**src/i2crm_pkg.sv**
```systemverilog
package i2crm_pkg;

  // Bus sequencer phases
  typedef enum logic [3:0] {
    PH_IDLE    = 4'd0,
    PH_START_A = 4'd1,
    PH_START_B = 4'd2,
    PH_BIT_LO  = 4'd3,
    PH_BIT_HI  = 4'd4,
    PH_ACK_LO  = 4'd5,
    PH_ACK_HI  = 4'd6,
    PH_RBIT_LO = 4'd7,
    PH_RBIT_HI = 4'd8,
    PH_RACK_LO = 4'd9,
    PH_RACK_HI = 4'd10,
    PH_STOP_A  = 4'd11,
    PH_STOP_B  = 4'd12,
    PH_STOP_C  = 4'd13
  } phase_t;

  // Byte stage within a transaction
  typedef enum logic [2:0] {
    ST_ADDR_W = 3'd0,
    ST_REG    = 3'd1,
    ST_ADDR_R = 3'd2,
    ST_DATA   = 3'd3,
    ST_BLOCK  = 3'd4
  } stage_t;

  // Operation codes
  localparam logic [2:0] OP_NONE  = 3'd0;
  localparam logic [2:0] OP_READ  = 3'd1;
  localparam logic [2:0] OP_WRITE = 3'd2;
  localparam logic [2:0] OP_BLOCK = 3'd3;
  localparam logic [2:0] OP_PROBE = 3'd4;
  localparam logic [2:0] OP_CLEAR = 3'd5;

  // Configuration register indexes
  localparam logic [1:0] CFG_DELAY       = 2'd0;
  localparam logic [1:0] CFG_PROBE_FIRST = 2'd1;
  localparam logic [1:0] CFG_PROBE_SEC   = 2'd2;

  localparam logic [15:0] DELAY_RESET       = 16'd10;
  localparam logic [7:0]  PROBE_FIRST_RESET = 8'd192;
  localparam logic [7:0]  PROBE_SEC_RESET   = 8'd196;

  localparam logic [7:0] MAX_BLOCK_BYTES = 8'd255;
  localparam logic [3:0] BITS_PER_BYTE   = 4'd8;

endpackage

```
**src/i2c_register_master.sv**
```systemverilog
// Result: the result word for an input word is registered and shown in the cycle after acceptance.
// Throughput: one word per cycle unless stalled; each word is a tick of the bus sequencer, whose
// next state is computed in a single pass between the state registers and the result register.
// Reset (synchronous, rst_n low): sequencer idle, counters and results cleared, error latch
// cleared, delay 10 ticks, probe candidates 192 and 196, no result word pending.
module i2c_register_master
  import i2crm_pkg::*;
(
  input  logic        clk,
  input  logic        rst_n,
  // input channel
  input  logic        in_valid,
  output logic        in_ready,
  input  logic [2:0]  in_op,
  input  logic [7:0]  in_device,
  input  logic [7:0]  in_reg_index,
  input  logic [7:0]  in_wr_data,
  input  logic [7:0]  in_byte_count,
  input  logic        in_sda_in,
  // result channel
  output logic        out_valid,
  input  logic        out_ready,
  output logic        out_scl,
  output logic        out_sda_out,
  output logic        out_busy_res,
  output logic        out_done_res,
  output logic        out_status,
  output logic [7:0]  out_rd_data,
  output logic [7:0]  out_found_dev,
  output logic        out_byte_taken,
  output logic        out_first_error,
  // configuration
  input  logic        cfg_we,
  input  logic [1:0]  cfg_idx,
  input  logic [15:0] cfg_wdata
);

  // configuration registers
  logic [15:0] delay_ticks_r;
  logic [7:0]  probe_first_r;
  logic [7:0]  probe_second_r;

  // sequencer state
  phase_t      phase_r, phase_nxt, phase_cur;
  logic [15:0] delay_cnt_r, delay_cnt_nxt;
  logic [3:0]  bit_idx_r, bit_idx_nxt;
  logic [7:0]  shift_r, shift_nxt;
  logic [7:0]  bytes_left_r, bytes_left_nxt;
  logic [7:0]  dev_r, dev_nxt;
  logic [7:0]  reg_r, reg_nxt;
  logic [7:0]  data_r, data_nxt;
  logic        probe_idx_r, probe_idx_nxt;
  logic        err_r, err_nxt;
  logic [7:0]  rd_r, rd_nxt;
  logic [7:0]  found_r, found_nxt;
  logic [2:0]  op_kind_r, op_kind_nxt;
  stage_t      stage_r, stage_nxt;
  logic        failed_r, failed_nxt;

  // per-tick outputs
  logic        start_op;
  logic        in_fire;
  logic        busy;
  logic        done;
  logic        status;
  logic        taken;
  logic        scl;
  logic        sda;
  logic [15:0] dt;
  logic        step_end;
  logic [7:0]  shift_in;
  logic [3:0]  bit_inc;

  // result register
  logic        out_valid_r;
  logic        scl_r, sda_r, busy_r, done_r, status_r, taken_r;

  // accept a word whenever the result register is free or being drained
  assign in_ready = !out_valid_r || out_ready;
  assign in_fire  = in_valid && in_ready;

  // an op is taken only while idle
  assign start_op  = (phase_r == PH_IDLE) &&
                     ((in_op == OP_READ) || (in_op == OP_WRITE) ||
                      (in_op == OP_BLOCK) || (in_op == OP_PROBE));
  assign phase_cur = start_op ? PH_START_A : phase_r;
  assign busy      = (phase_cur != PH_IDLE);

  assign dt       = (delay_ticks_r == 16'd0) ? 16'd1 : delay_ticks_r;
  assign step_end = (({1'b0, (start_op ? 16'd0 : delay_cnt_r)} + 17'd1) >= {1'b0, dt});
  assign shift_in = {shift_r[6:0], in_sda_in};
  assign bit_inc  = bit_idx_r + 4'd1;

  // drive the lines for the current phase
  always_comb begin : line_drive
    scl = 1'b1;
    sda = 1'b1;
    unique case (phase_cur)
      PH_IDLE, PH_START_A: begin
        scl = 1'b1;
        sda = 1'b1;
      end
      PH_START_B: begin
        scl = 1'b1;
        sda = 1'b0;
      end
      PH_BIT_LO: begin
        scl = 1'b0;
        sda = shift_r[7];
      end
      PH_BIT_HI: begin
        scl = 1'b1;
        sda = shift_r[7];
      end
      PH_ACK_LO, PH_RBIT_LO, PH_RACK_LO: begin
        scl = 1'b0;
        sda = 1'b1;
      end
      PH_ACK_HI, PH_RBIT_HI, PH_RACK_HI, PH_STOP_C: begin
        scl = 1'b1;
        sda = 1'b1;
      end
      PH_STOP_A: begin
        scl = 1'b0;
        sda = 1'b0;
      end
      PH_STOP_B: begin
        scl = 1'b1;
        sda = 1'b0;
      end
      default: begin
        scl = 1'b1;
        sda = 1'b1;
      end
    endcase
  end

  // next state of the sequencer for one tick
  always_comb begin : next_state
    phase_nxt      = phase_r;
    delay_cnt_nxt  = delay_cnt_r;
    bit_idx_nxt    = bit_idx_r;
    shift_nxt      = shift_r;
    bytes_left_nxt = bytes_left_r;
    dev_nxt        = dev_r;
    reg_nxt        = reg_r;
    data_nxt       = data_r;
    probe_idx_nxt  = probe_idx_r;
    err_nxt        = err_r;
    rd_nxt         = rd_r;
    found_nxt      = found_r;
    op_kind_nxt    = op_kind_r;
    stage_nxt      = stage_r;
    failed_nxt     = failed_r;
    done           = 1'b0;
    status         = 1'b0;
    taken          = 1'b0;

    // take a new op or clear the error latch while idle
    if (phase_r == PH_IDLE) begin
      if (in_op == OP_CLEAR) begin
        err_nxt = 1'b0;
      end else if (start_op) begin
        op_kind_nxt    = in_op;
        delay_cnt_nxt  = 16'd0;
        probe_idx_nxt  = 1'b0;
        bytes_left_nxt = (in_byte_count > MAX_BLOCK_BYTES) ? MAX_BLOCK_BYTES : in_byte_count;
        stage_nxt      = ST_ADDR_W;
        failed_nxt     = 1'b0;
        phase_nxt      = PH_START_A;
        if (in_op == OP_PROBE) begin
          found_nxt = 8'd0;
          dev_nxt   = probe_first_r;
          reg_nxt   = 8'd0;
          data_nxt  = 8'd0;
        end else begin
          dev_nxt  = in_device;
          reg_nxt  = in_reg_index;
          data_nxt = in_wr_data;
        end
      end
    end

    // advance the bus step
    if (busy) begin
      if (!step_end) begin
        delay_cnt_nxt = delay_cnt_nxt + 16'd1;
      end else begin
        delay_cnt_nxt = 16'd0;
        unique case (phase_cur)
          PH_START_A: phase_nxt = PH_START_B;
          PH_START_B: begin
            shift_nxt   = (stage_nxt == ST_ADDR_R) ? (dev_nxt | 8'h01) : (dev_nxt & 8'hFE);
            bit_idx_nxt = 4'd0;
            phase_nxt   = PH_BIT_LO;
          end
          PH_BIT_LO: phase_nxt = PH_BIT_HI;
          PH_BIT_HI: begin
            shift_nxt   = {shift_r[6:0], 1'b0};
            bit_idx_nxt = bit_inc;
            phase_nxt   = (bit_inc >= BITS_PER_BYTE) ? PH_ACK_LO : PH_BIT_LO;
          end
          PH_ACK_LO: phase_nxt = PH_ACK_HI;
          PH_ACK_HI: begin
            if (in_sda_in) begin
              failed_nxt = 1'b1;
              phase_nxt  = PH_STOP_A;
            end else begin
              case (stage_r)
                ST_ADDR_W: begin
                  stage_nxt   = ST_REG;
                  shift_nxt   = reg_r;
                  bit_idx_nxt = 4'd0;
                  phase_nxt   = PH_BIT_LO;
                end
                ST_REG: begin
                  if ((op_kind_r == OP_READ) || (op_kind_r == OP_PROBE)) begin
                    stage_nxt = ST_ADDR_R;
                    phase_nxt = PH_START_A;
                  end else if (op_kind_r == OP_WRITE) begin
                    stage_nxt   = ST_DATA;
                    shift_nxt   = data_r;
                    bit_idx_nxt = 4'd0;
                    phase_nxt   = PH_BIT_LO;
                  end else if (bytes_left_r != 8'd0) begin
                    stage_nxt      = ST_BLOCK;
                    bytes_left_nxt = bytes_left_r - 8'd1;
                    taken          = 1'b1;
                    shift_nxt      = in_wr_data;
                    bit_idx_nxt    = 4'd0;
                    phase_nxt      = PH_BIT_LO;
                  end else begin
                    phase_nxt = PH_STOP_A;
                  end
                end
                ST_ADDR_R: begin
                  shift_nxt   = 8'd0;
                  bit_idx_nxt = 4'd0;
                  phase_nxt   = PH_RBIT_LO;
                end
                ST_BLOCK: begin
                  if (bytes_left_r != 8'd0) begin
                    bytes_left_nxt = bytes_left_r - 8'd1;
                    taken          = 1'b1;
                    shift_nxt      = in_wr_data;
                    bit_idx_nxt    = 4'd0;
                    phase_nxt      = PH_BIT_LO;
                  end else begin
                    phase_nxt = PH_STOP_A;
                  end
                end
                default: phase_nxt = PH_STOP_A;
              endcase
            end
          end
          PH_RBIT_LO: phase_nxt = PH_RBIT_HI;
          PH_RBIT_HI: begin
            shift_nxt   = shift_in;
            bit_idx_nxt = bit_inc;
            if (bit_inc >= BITS_PER_BYTE) begin
              if (op_kind_r == OP_READ) begin
                rd_nxt = shift_in;
              end
              phase_nxt = PH_RACK_LO;
            end else begin
              phase_nxt = PH_RBIT_LO;
            end
          end
          PH_RACK_LO: phase_nxt = PH_RACK_HI;
          PH_RACK_HI: phase_nxt = PH_STOP_A;
          PH_STOP_A:  phase_nxt = PH_STOP_B;
          PH_STOP_B:  phase_nxt = PH_STOP_C;
          PH_STOP_C: begin
            if (failed_r) begin
              err_nxt = 1'b1;
            end
            if ((op_kind_r == OP_PROBE) && failed_r && !probe_idx_r) begin
              // retry the probe at the second candidate
              probe_idx_nxt = 1'b1;
              dev_nxt       = probe_second_r;
              reg_nxt       = 8'd0;
              data_nxt      = 8'd0;
              stage_nxt     = ST_ADDR_W;
              failed_nxt    = 1'b0;
              phase_nxt     = PH_START_A;
            end else begin
              if ((op_kind_r == OP_PROBE) && !failed_r) begin
                found_nxt = dev_r;
              end
              done      = 1'b1;
              status    = failed_r;
              phase_nxt = PH_IDLE;
            end
          end
          default: phase_nxt = PH_IDLE;
        endcase
      end
    end
  end

  // configuration writes
  always_ff @(posedge clk) begin
    if (!rst_n) begin
      delay_ticks_r  <= DELAY_RESET;
      probe_first_r  <= PROBE_FIRST_RESET;
      probe_second_r <= PROBE_SEC_RESET;
    end else if (cfg_we) begin
      unique case (cfg_idx)
        CFG_DELAY:       delay_ticks_r  <= cfg_wdata;
        CFG_PROBE_FIRST: probe_first_r  <= cfg_wdata[7:0];
        CFG_PROBE_SEC:   probe_second_r <= cfg_wdata[7:0];
        default: ;
      endcase
    end
  end

  // sequencer state: advance one tick per accepted word
  always_ff @(posedge clk) begin
    if (!rst_n) begin
      phase_r      <= PH_IDLE;
      delay_cnt_r  <= 16'd0;
      bit_idx_r    <= 4'd0;
      shift_r      <= 8'd0;
      bytes_left_r <= 8'd0;
      dev_r        <= 8'd0;
      reg_r        <= 8'd0;
      data_r       <= 8'd0;
      probe_idx_r  <= 1'b0;
      err_r        <= 1'b0;
      rd_r         <= 8'd0;
      found_r      <= 8'd0;
      op_kind_r    <= OP_NONE;
      stage_r      <= ST_ADDR_W;
      failed_r     <= 1'b0;
    end else if (in_fire) begin
      phase_r      <= phase_nxt;
      delay_cnt_r  <= delay_cnt_nxt;
      bit_idx_r    <= bit_idx_nxt;
      shift_r      <= shift_nxt;
      bytes_left_r <= bytes_left_nxt;
      dev_r        <= dev_nxt;
      reg_r        <= reg_nxt;
      data_r       <= data_nxt;
      probe_idx_r  <= probe_idx_nxt;
      err_r        <= err_nxt;
      rd_r         <= rd_nxt;
      found_r      <= found_nxt;
      op_kind_r    <= op_kind_nxt;
      stage_r      <= stage_nxt;
      failed_r     <= failed_nxt;
    end
  end

  // result word valid: set on accept, drop once taken
  always_ff @(posedge clk) begin
    if (!rst_n) begin
      out_valid_r <= 1'b0;
    end else if (in_fire) begin
      out_valid_r <= 1'b1;
    end else if (out_ready) begin
      out_valid_r <= 1'b0;
    end
  end

  // result word payload
  always_ff @(posedge clk) begin
    if (in_fire) begin
      scl_r    <= scl;
      sda_r    <= sda;
      busy_r   <= busy;
      done_r   <= done;
      status_r <= status;
      taken_r  <= taken;
    end
  end

  assign out_valid       = out_valid_r;
  assign out_scl         = scl_r;
  assign out_sda_out     = sda_r;
  assign out_busy_res    = busy_r;
  assign out_done_res    = done_r;
  assign out_status      = status_r;
  assign out_rd_data     = rd_r;
  assign out_found_dev   = found_r;
  assign out_byte_taken  = taken_r;
  assign out_first_error = err_r;

endmodule
```
**config.mk**
```make
export PLATFORM = sky130hd
export DESIGN_NAME = i2c_register_master
export DESIGN_NICKNAME = d
export VERILOG_FILES = /design/src/i2crm_pkg.sv /design/src/i2c_register_master.sv
export SDC_FILE = /design/constraint.sdc
export NUM_CORES = 1
export LEC_CHECK = 0
export BUFFER_PORTS_ARGS = -buffer_cell sky130_fd_sc_hd__buf_2
export CORE_UTILIZATION = 60
export CTS_CLUSTER_DIAMETER = 50
export DETAILED_ROUTE_END_ITERATION = 16
export PLACE_DENSITY = 0.81
export SLEW_MARGIN = 20
export SYNTH_ARGS = -nofsm -noshare
export SYNTH_HDL_FRONTEND = slang
export SYNTH_SLANG_ARGS = --single-unit
```
**constraint.sdc**
```tcl
create_clock -name clk -period 4.7 [get_ports clk]
set_input_delay 0.235 -clock clk [delete_from_list [all_inputs] [get_ports clk]]
set_output_delay 0.235 -clock clk [all_outputs]
set_load 0.005 [all_outputs]
```
Yosys cells after proc, flatten, opt, wreduce, memory -nomap -nowiden
Index checks and enable logic that the tools add are counted.
{ "classes": {"add_sub_neg": 4, "n_mul": 0, "n_div": 0, "magnitude_cmp": 3, "n_eq_ne": 31, "shifts": 0, "mux": 120, "bitwise": 5, "reduce_logical": 37} }
{ "op_table": {"columns": ["cell", "n"], "rows": [
  ["2-to-1 mux 8 bit", 48],
  ["2-to-1 mux 16 bit", 6],
  ["one-hot mux 8 bit (4 select lines)", 2],
  ["2-to-1 mux 4 bit", 14],
  ["one-hot mux 4 bit (13 select lines)", 1],
  ["2-to-1 mux 3 bit", 11],
  ["2-to-1 mux 1 bit", 29],
  ["equality test 4 bit (second input constant)", 6],
  ["one-hot mux 4 bit (3 select lines)", 2],
  ["adder 16 x 1 -> 17 bit (second input constant)", 1],
  [">= comparator 17 x 16 -> 1 bit", 1],
  ["adder 16 x 1 -> 16 bit (second input constant)", 1],
  ["equality test 4 x 3 -> 1 bit (second input constant)", 4],
  ["zero test 16 bit", 1],
  ["one-hot mux 4 bit (4 select lines)", 1],
  ["one-hot mux 8 bit (2 select lines)", 1],
  ["equality test 3 x 2 -> 1 bit (second input constant)", 5],
  ["AND reduction 7 bit", 2],
  ["equality test 3 bit (second input constant)", 4],
  ["one-hot mux 3 bit (2 select lines)", 2],
  ["equality test 3 x 1 -> 1 bit (second input constant)", 3],
  ["equality test 4 x 2 -> 1 bit (second input constant)", 2],
  ["greater-than comparator 8 bit (second input constant)", 1],
  ["nonzero test 4 bit", 2],
  ["29 further kinds", 50]
]} }
{ "word_totals": {"register_bits": 128, "latch_bits": 0, "ram_bits": 0, "rom_bits": 0, "in_bits": 59, "output_inout_bits": 25, "n_memories": 0} }

Depth between registers and ports, before layout
Gate-level depths: netlist (run 1).
{ "depth": {"depth_word": 16, "mapped_depth": 21} }

Worst setup path after synthesis (run 1)
No wires, ideal clock.
{ "synth_timing": {"path_type": "input -> register", "from": "input in_op[0]", "to": "register stage_r[0]", "arrival_time_ns": 4.260, "t_required_ns": 4.585, "path_slack_ns": 0.325, "stages": 20, "path_buffers": 5, "path_cell_list": "clkbuf_1 -> or3_1 -> nand3_2 -> clkbuf_1 -> clkbuf_1 -> and2_1 -> ha_1 -> inv_1 -> nor4_1 -> xnor2_1 -> nor2_1 -> ha_1 -> a21o_1 -> a21o_1 -> a211oi_1 -> o211a_1 -> buf_2 -> clkbuf_1 -> o22ai_1 -> o21a_1"} }
{ "synth_between": {"elab_chain_cells": 16, "elab_cells_between_ends": 28, "classes_between": "add/sub (1); order compare (1); eq/ne (7); mux (14); reduce/logical (5)"} }
{ "synth_rtl": {"columns": ["item", "line_no", "rtl"], "rows": [
  ["start, declared", "i2c_register_master.sv:14", "input logic [2:0] in_op,"],
  ["branches (longest 15 deep; another with adder 16 x 1 -> 17 bit)", null, null],
  ["2-to-1 mux 3 bit (*)", "i2c_register_master.sv:185", "if (busy) begin"],
  ["end signal, assigned", "i2c_register_master.sv:349", "stage_r <= stage_nxt;"],
  ["end, declared", "i2c_register_master.sv:57", "stage_t stage_r, stage_nxt;"]
]} }
Every way passes the cells marked *.
A chain may end at the register's enable or synchronous reset.

Final worst setup path (run 1)
{ "layout_timing": {"from": "register phase_r[3]", "to": "register found_r[2], in the netlist out_found_dev[2]"} }
{ "layout_between": {"elab_chain_cells": 10, "elab_cells_between_ends": 16, "classes_between": "add/sub (1); order compare (1); eq/ne (1); mux (10); reduce/logical (3)"} }
{ "layout_rtl": {"columns": ["item", "line_no", "rtl"], "rows": [
  ["start, declared", "i2c_register_master.sv:44", "phase_t phase_r, phase_nxt, phase_cur;"],
  ["start signal, assigned", "i2c_register_master.sv:336", "phase_r <= phase_nxt;"],
  ["branches (longest 9 deep; another with adder 16 x 1 -> 17 bit)", null, null],
  ["2-to-1 mux 8 bit (*)", "i2c_register_master.sv:185", null],
  ["end signal, assigned", "i2c_register_master.sv:347", "found_r <= found_nxt;"],
  ["end, declared", "i2c_register_master.sv:55", "logic [7:0] found_r, found_nxt;"]
]} }
Marked as above.

==> results of run 1 <==
worst max path at each step:
stage / from / to / cells past startpoint / slack (ns)
global placement: in_op[2] / data_r[1] / 14 / 0.59
floorplan: in_op[0] / stage_r[0] / 20 / 0.33
detailed placement: in_op[2] / data_r[3] / 16 / 0.48
global route: phase_r[3] / out_found_dev[0] / 12 / 0.24
CTS: phase_r[3] / out_found_dev[2] / 12 / 0.66
finish: phase_r[3] / out_found_dev[2] / 12 / 0.57
cell families (layout without fill, tap and decap cells):
| kind of cell | after synthesis | in the layout | share of synthesized area, % |
|---|---|---|---|
| muxes | 41 | 41 | 5.53 |
| buffers and inverters | 117 | 168 | 6.24 |
| adders and majority gates | 21 | 21 | 3.36 |
| xor gates and xnor gates | 21 | 21 | 2.38 |
| DFF | 128 | 128 | 33.9 |
| and+or+nand+nor | 365 | 365 | 23.6 |
| AOI/OAI and AO/OA | 307 | 307 | 24.9 |
registers in the layout, summed over array words and instances, names as in the netlist, 3 cells and up:
signal	cells
delay_cnt_r	16
delay_ticks_r	16
bytes_left_r	8
data_r	8
dev_r	8
out_found_dev	8
out_rd_data	8
probe_first_r	8
probe_second_r	8
reg_r	8
shift_r	8
bit_idx_r	4
phase_r	4
op_kind_r	3
stage_r	3
critical path, stage by stage, from the launching register on:
cell and delay, ns:
dfxtp_1 0.33, buf_4 0.21, or4_4 0.64, nor3_4 0.46, nor2_1 0.11, ha_1 0.35
a21oi_1 0.14, o21ai_0 0.10, a2111oi_0 0.57, o211ai_1 0.28, buf_4 0.32, nand2b_1 0.28
o221ai_1 0.17
layer usage:
| layer | share of wire [%] | GRT usage [%] |
|---|---|---|
| met1 | 42 | 44.9 |
| met2 | 46 | 53.9 |
| met3 | 8.2 | 6.22 |
| met4 | 3.8 | 19.1 |
| met5 | 0 | 0 |
layout by cell type (no fill, tap or decap), types with 13 or more instances in the layout:
master	netlist	layout
dfxtp_1	122	122
nand2_1	105	105
o21ai_0	104	104
buf_2	17	83
nor2_1	70	70
nand3_1	68	68
a21oi_1	63	63
inv_1	28	27
mux2i_1	27	27
buf_4	2	23
nor3_1	23	22
a32oi_1	20	20
ha_1	20	20
nand4_1	19	19
a31oi_1	19	19
clkbuf_16	0	18
xnor2_1	14	14
nor4_1	13	13
a211oi_1	13	13
area by class of cell:
type                       instances  area (µm²)  share of cell area (%)
sequential                       128        2620                    29.9
multi-input combinational        755        4640                    53.0
tap                              172         215                    2.46
clock inverter                     9        83.8                   0.957
inverter                          29         109                    1.24
timing repair buffer             107         608                    6.94
clock buffer                      23         479                    5.47
per-stage QoR:
step / cells / hold slack (ns) / cell area (µm²) / setup slack [ns] / total power, mW
2_1_floorplan: 1000 / 0.354 / 7730 / 0.325 / 1.42
3_3_place_gp: 1191 / 0.440 / 8190 / 0.591 / 1.53
3_5_place_dp: 1191 / 0.447 / 8190 / 0.481 / 1.53
4_1_cts: 1223 / 0.00557 / 8750 / 0.662 / 2.79
5_1_grt: 1223 / 0.0282 / 8760 / 0.245 / 2.89
6_report: 1223 / 0.00936 / 8760 / 0.570 / 2.80
power by group:
part	switching (mW)	internal, mW	total, mW
clock network	0.503	0.770	1.27
logic	0.233	0.129	0.362
registers	0.0334	1.13	1.16
total	0.770	2.03	2.80
==> flow_summary_export.csv, run 1 <==
group,metric,value,unit
outcome,outcome,"complete, no violations",
sta,grt_setup_unrepaired,"false",
synth,synth_common_cells,"122 x dfxtp_1, 105 x nand2_1, 104 x o21ai_0, 70 x nor2_1, 68 x nand3_1",
critical_path,critPathKind,"flip-flop to flip-flop",
pwr,pwr_density_cell,320,nW/µm²
floorplanning,coreArea,12600,µm²
min_path,worstHoldStart,"in_reg_index[0]",
critical_path,crit_path_end_kind,"flip-flop",
synth,yosys-top-cells-area,"dfxtp_1 32%, o21ai_0 6.7%, nand2_1 5.1%",
critical_path,ff2ff_setup_slack,0.57,ns
synth,avgSynthCellArea,7.73,µm²
synth,ys.flop_type,"dfxtp_1",
finish,final_util,69.4,%
synth,synth_edf_count,6,
sta,max_clock_freq,0.242,GHz
floorplanning,initial_core_util,61.3,%
grt,grt_first_pass_wirelength,35600,µm
synth,syn-num-nets,1079,
route,drt-initial-drc-count,1023,
critical_path,reg2reg_depth,12,
grt,antenna_found_initial,0,
min_path,hold_end,"reg_r[0]",
clock_tree,clk_pin_slew,0.06,ns
route,vias,8010,
placement,finalWeightedCongestion,0.945,
finish,num_antenna_cells,0,
route,ant_nets,0,
sta,finalCritPeriodShare,87.9,%
critical_path,arrival,4.41,ns
clock_tree,cts_setup_buffers,0,
clock_tree,cts_hold_buf,0,
floorplanning,rows,41,
floorplanning,die_area,13300,µm²
pwr,peakVddDrop,0.228,mV
route,avgRoutedWirePerCell,18.4,µm
min_path,hp-class,"input port to flip-flop",
clock_tree,post_cts_resized,0,
grt,grt_start_max_net_pins,50,
clock_tree,h-tree-depth,4,
grt,first_global_vias,7169,
grt,gr-usage-all-layers,34.4,%
sta,tightest_slew,1.01,ns
sta,period_needed,4.13,ns
floorplanning,die_h,116,µm
clock_tree,insertion_delay,0.43,ns
clock_tree,cts_buffers,17,
synth,synth_area,7730,µm²
sta,skew,0.00987,ns
grt,grt.overflow.total,0,
synth,synthDistinctLibCells,79,
placement,port_buffers,83,
run,cap_viol_max_count,0,
clock_tree,clockRootBuffer,"clkbuf_16",
floorplanning,die_x,116,µm
finish,nets,1117,
route,drt_wl_total,22500,µm
synth,ys_warn_count,0,
finish,fill_cells,1063,
clock_tree,cts_sinks,128,
critical_path,regToRegStartpoint,"phase_r[3]",
critical_path,crit_fanout,29,
synth,synthesis.instances,1000,
route,drcViolationCount,0,
sta,maxSlewHeadroom,32.7,%
finish,drive_above_1_share,15.6,%
sta,setup_viol,0,
synth,ys_seq_area_share,33.9,%
synth,synth.ff_latch_count,128,
critical_path,r2r-end,"out_found_dev[2]",
synth,async_reset_ff_share,0,%
critical_path,critPathLaunchType,"flip-flop",
synth,yosysTopAreaCell,"dfxtp_1",
sta,drv_slew,0,
sta,finalHoldViolCount,0,
sta,fin_setup_tns,0,ns
clock_tree,cts_tree,"yes",
min_path,hold_path_depth,3,
route,viasPerCell,6.55,
floorplanning,io_pins,84,
pwr,leakagePower,3.32,nW
synth,netlist.area_leader.share,31.6,%
critical_path,required,4.98,ns
placement,dp_hpwl,15300,µm
synth,yosysMostFrequentCell,"dfxtp_1",
finish,syn2layout_area_growth,13.2,%
route,dr.pass1.iters,5,
clock_tree,cts_max_path_buffers,2,
No activity file was read; power rests on OpenSTA's default activity.
==> inputs of run 2 (changes only) <==
- clock period: 4.7 -> 4.4 ns (I/O delays scaled with it)
==> run 2 against run 1 <==
  * Clock skew is 0.0017 ns lower
  * Core utilization is 0.83 points higher
  * Global-route usage is 0.11 points lower
  * Sequential power is 7% higher
  * Setup slack worse by 0.27 ns
  * Non-clock buffer count is 7 higher
  * Clock power is 9% higher
  * Cell count is 0.57% higher
==> flow_summary_export.csv, run 2 (synthesis gave the netlist of run 1 again) <==
group,metric,value,unit
outcome,outcome,"complete, no violations",
route,ant_nets,0,
route,avgRoutedWirePerCell,18.1,µm
grt,grt_start_max_net_pins,89,
grt,grt.overflow.total,0,
finish,seqCellArea,2620,µm²
placement,port_buffers,83,
clock_tree,cts_buffers,17,
min_path,hp-class,"input port to flip-flop",
sta,grt_setup_unrepaired,"false",
pwr,pwr_density_cell,342,nW/µm²
finish,syn2layout_area_growth,14.6,%
critical_path,crit_path_end_kind,"flip-flop",
sta,tightest_slew,1.00,ns
sta,maxSlewHeadroom,32.9,%
sta,max_clock_freq,0.244,GHz
route,drcViolationCount,0,
floorplanning,die_area,13300,µm²
critical_path,critPathKind,"flip-flop to flip-flop",
critical_path,r2r-end,"out_status",
clock_tree,insertion_delay,0.43,ns
finish,mostFrequentLayoutCells,"122 x dfxtp_1, 105 x nand2_1, 104 x o21ai_0",
sta,skew,0.00817,ns
sta,drv_slew,0,
clock_tree,cts_max_path_buffers,2,
sta,finalCritPeriodShare,93.1,%
sta,setup_viol,0,
run,cap_viol_max_count,0,
floorplanning,coreArea,12600,µm²
finish,instances_no_fill,1230,
critical_path,startpoint,"phase_r[1]",
placement,dpl.cell_count,1194,
sta,fin_setup_tns,0,ns
min_path,hold_path_depth,3,
route,dr.pass1.iters,6,
grt,antenna_found_initial,0,
pwr,peakVddDrop,0.268,mV
route,vias,8000,
floorplanning,rows,41,
route,drt_wl_total,22300,µm
clock_tree,cts_tree,"yes",
sta,period_needed,4.10,ns
sta,finalHoldViolCount,0,
finish,largestRegisters,"delay_cnt_r: 16 flops, delay_ticks_r: 16 flops",
placement,dp_hpwl,14700,µm
floorplanning,initial_core_util,61.3,%
finish,final_cell_area,8860,µm²
floorplanning,die_x,116,µm
critical_path,reg2reg_depth,12,
finish,final_util,70.2,%
sta,holdWs,0.0116,ns
floorplanning,io_pins,84,
min_path,hold_end,"reg_r[5]",
finish,multi_input_area,4640,µm²
critical_path,regToRegStartpoint,"phase_r[1]",
critical_path,required,4.58,ns
pwr,power,3.03,mW
finish,drive_above_1_share,16.1,%
finish,nets,1124,
route,drt-initial-drc-count,1139,
floorplanning,die_h,116,µm
clock_tree,clk_pin_slew,0.06,ns
finish,fill_cells,1055,
critical_path,crit_fanout,45,
clock_tree,h-tree-depth,4,
pwr,leakagePower,3.37,nW
sta,fin_ws,0.302,ns
grt,first_global_vias,7178,
finish,final_common_cell,"dfxtp_1",
min_path,worstHoldStart,"in_reg_index[5]",
critical_path,arrival,4.28,ns
grt,grt_first_pass_wirelength,35600,µm
placement,pre_cts_ws,0.177,ns
grt,gr-usage-all-layers,34.3,%
clock_tree,cts_sinks,128,
critical_path,critPathLaunchType,"flip-flop",
clock_tree,clockRootBuffer,"clkbuf_16",
placement,finalWeightedCongestion,0.943,
route,viasPerCell,6.50,
critical_path,ff2ff_setup_slack,0.30,ns
finish,num_antenna_cells,0,
placement,placed_cell_area,8220,µm²
==> run 2: where the power goes <==
group	internal (mW)	total (mW)	leakage, nW	switching (mW)
registers	1.21	1.24	1.04	0.0356
logic	0.141	0.390	2.04	0.249
clock network	0.865	1.39	0.293	0.529
==> run 2: timing repair <==
item,CTS,global route
endpoints found under the setup margin,0,15
hold buffers,4,0
gates resized for setup,0,1
endpoints found under the hold margin,4,0
setup buffers,0,0
==> run 2: how the worst max path moves through the flow <==
stage | end | slack [ns] | depth (start not counted)
6_report | out_status | 0.30 | 12
5_1_grt | out_status | 0.09 | 16
4_1_cts | data_r[1] | 0.28 | 16
3_5_place_dp | data_r[1] | 0.18 | 16
3_3_place_gp | reg_r[0] | 0.32 | 16
2_1_floorplan | stage_r[0] | 0.04 | 20
==> run 2: routing by layer <==
| layer | vias up | share of wire [%] | track usage (%) | routed length (µm) |
|---|---|---|---|---|
| met2 | 430 | 46 | 53.5 | 10200 |
| met5 | - | 0 | 0 | 0 |
| met4 | 0 | 4.1 | 18.4 | 919 |
| met1 | 3713 | 42 | 44.5 | 9280 |
| li1 | 3773 | - | - | - |
| met3 | 84 | 8.6 | 7.32 | 1910 |
==> run 2: cell type report <==
cell class,count,area share [%]
timing repair buffer,114,7.71
clock inverter,8,0.861
multi-input combinational,755,52.4
sequential,128,29.6
inverter,29,1.23
tap,172,2.43
clock buffer,24,5.77
==> run 2: critical path: stages (launching register included) <==
cell	delay [ns]
dfxtp_1	0.33
buf_4	0.20
or4_4	0.57
nor3_4	0.58
nor2_1	0.14
ha_1	0.38
a21oi_1	0.15
o21ai_0	0.10
a2111oi_0	0.55
o211a_1	0.29
buf_12	0.24
nor3_1	0.10
and2_1	0.19
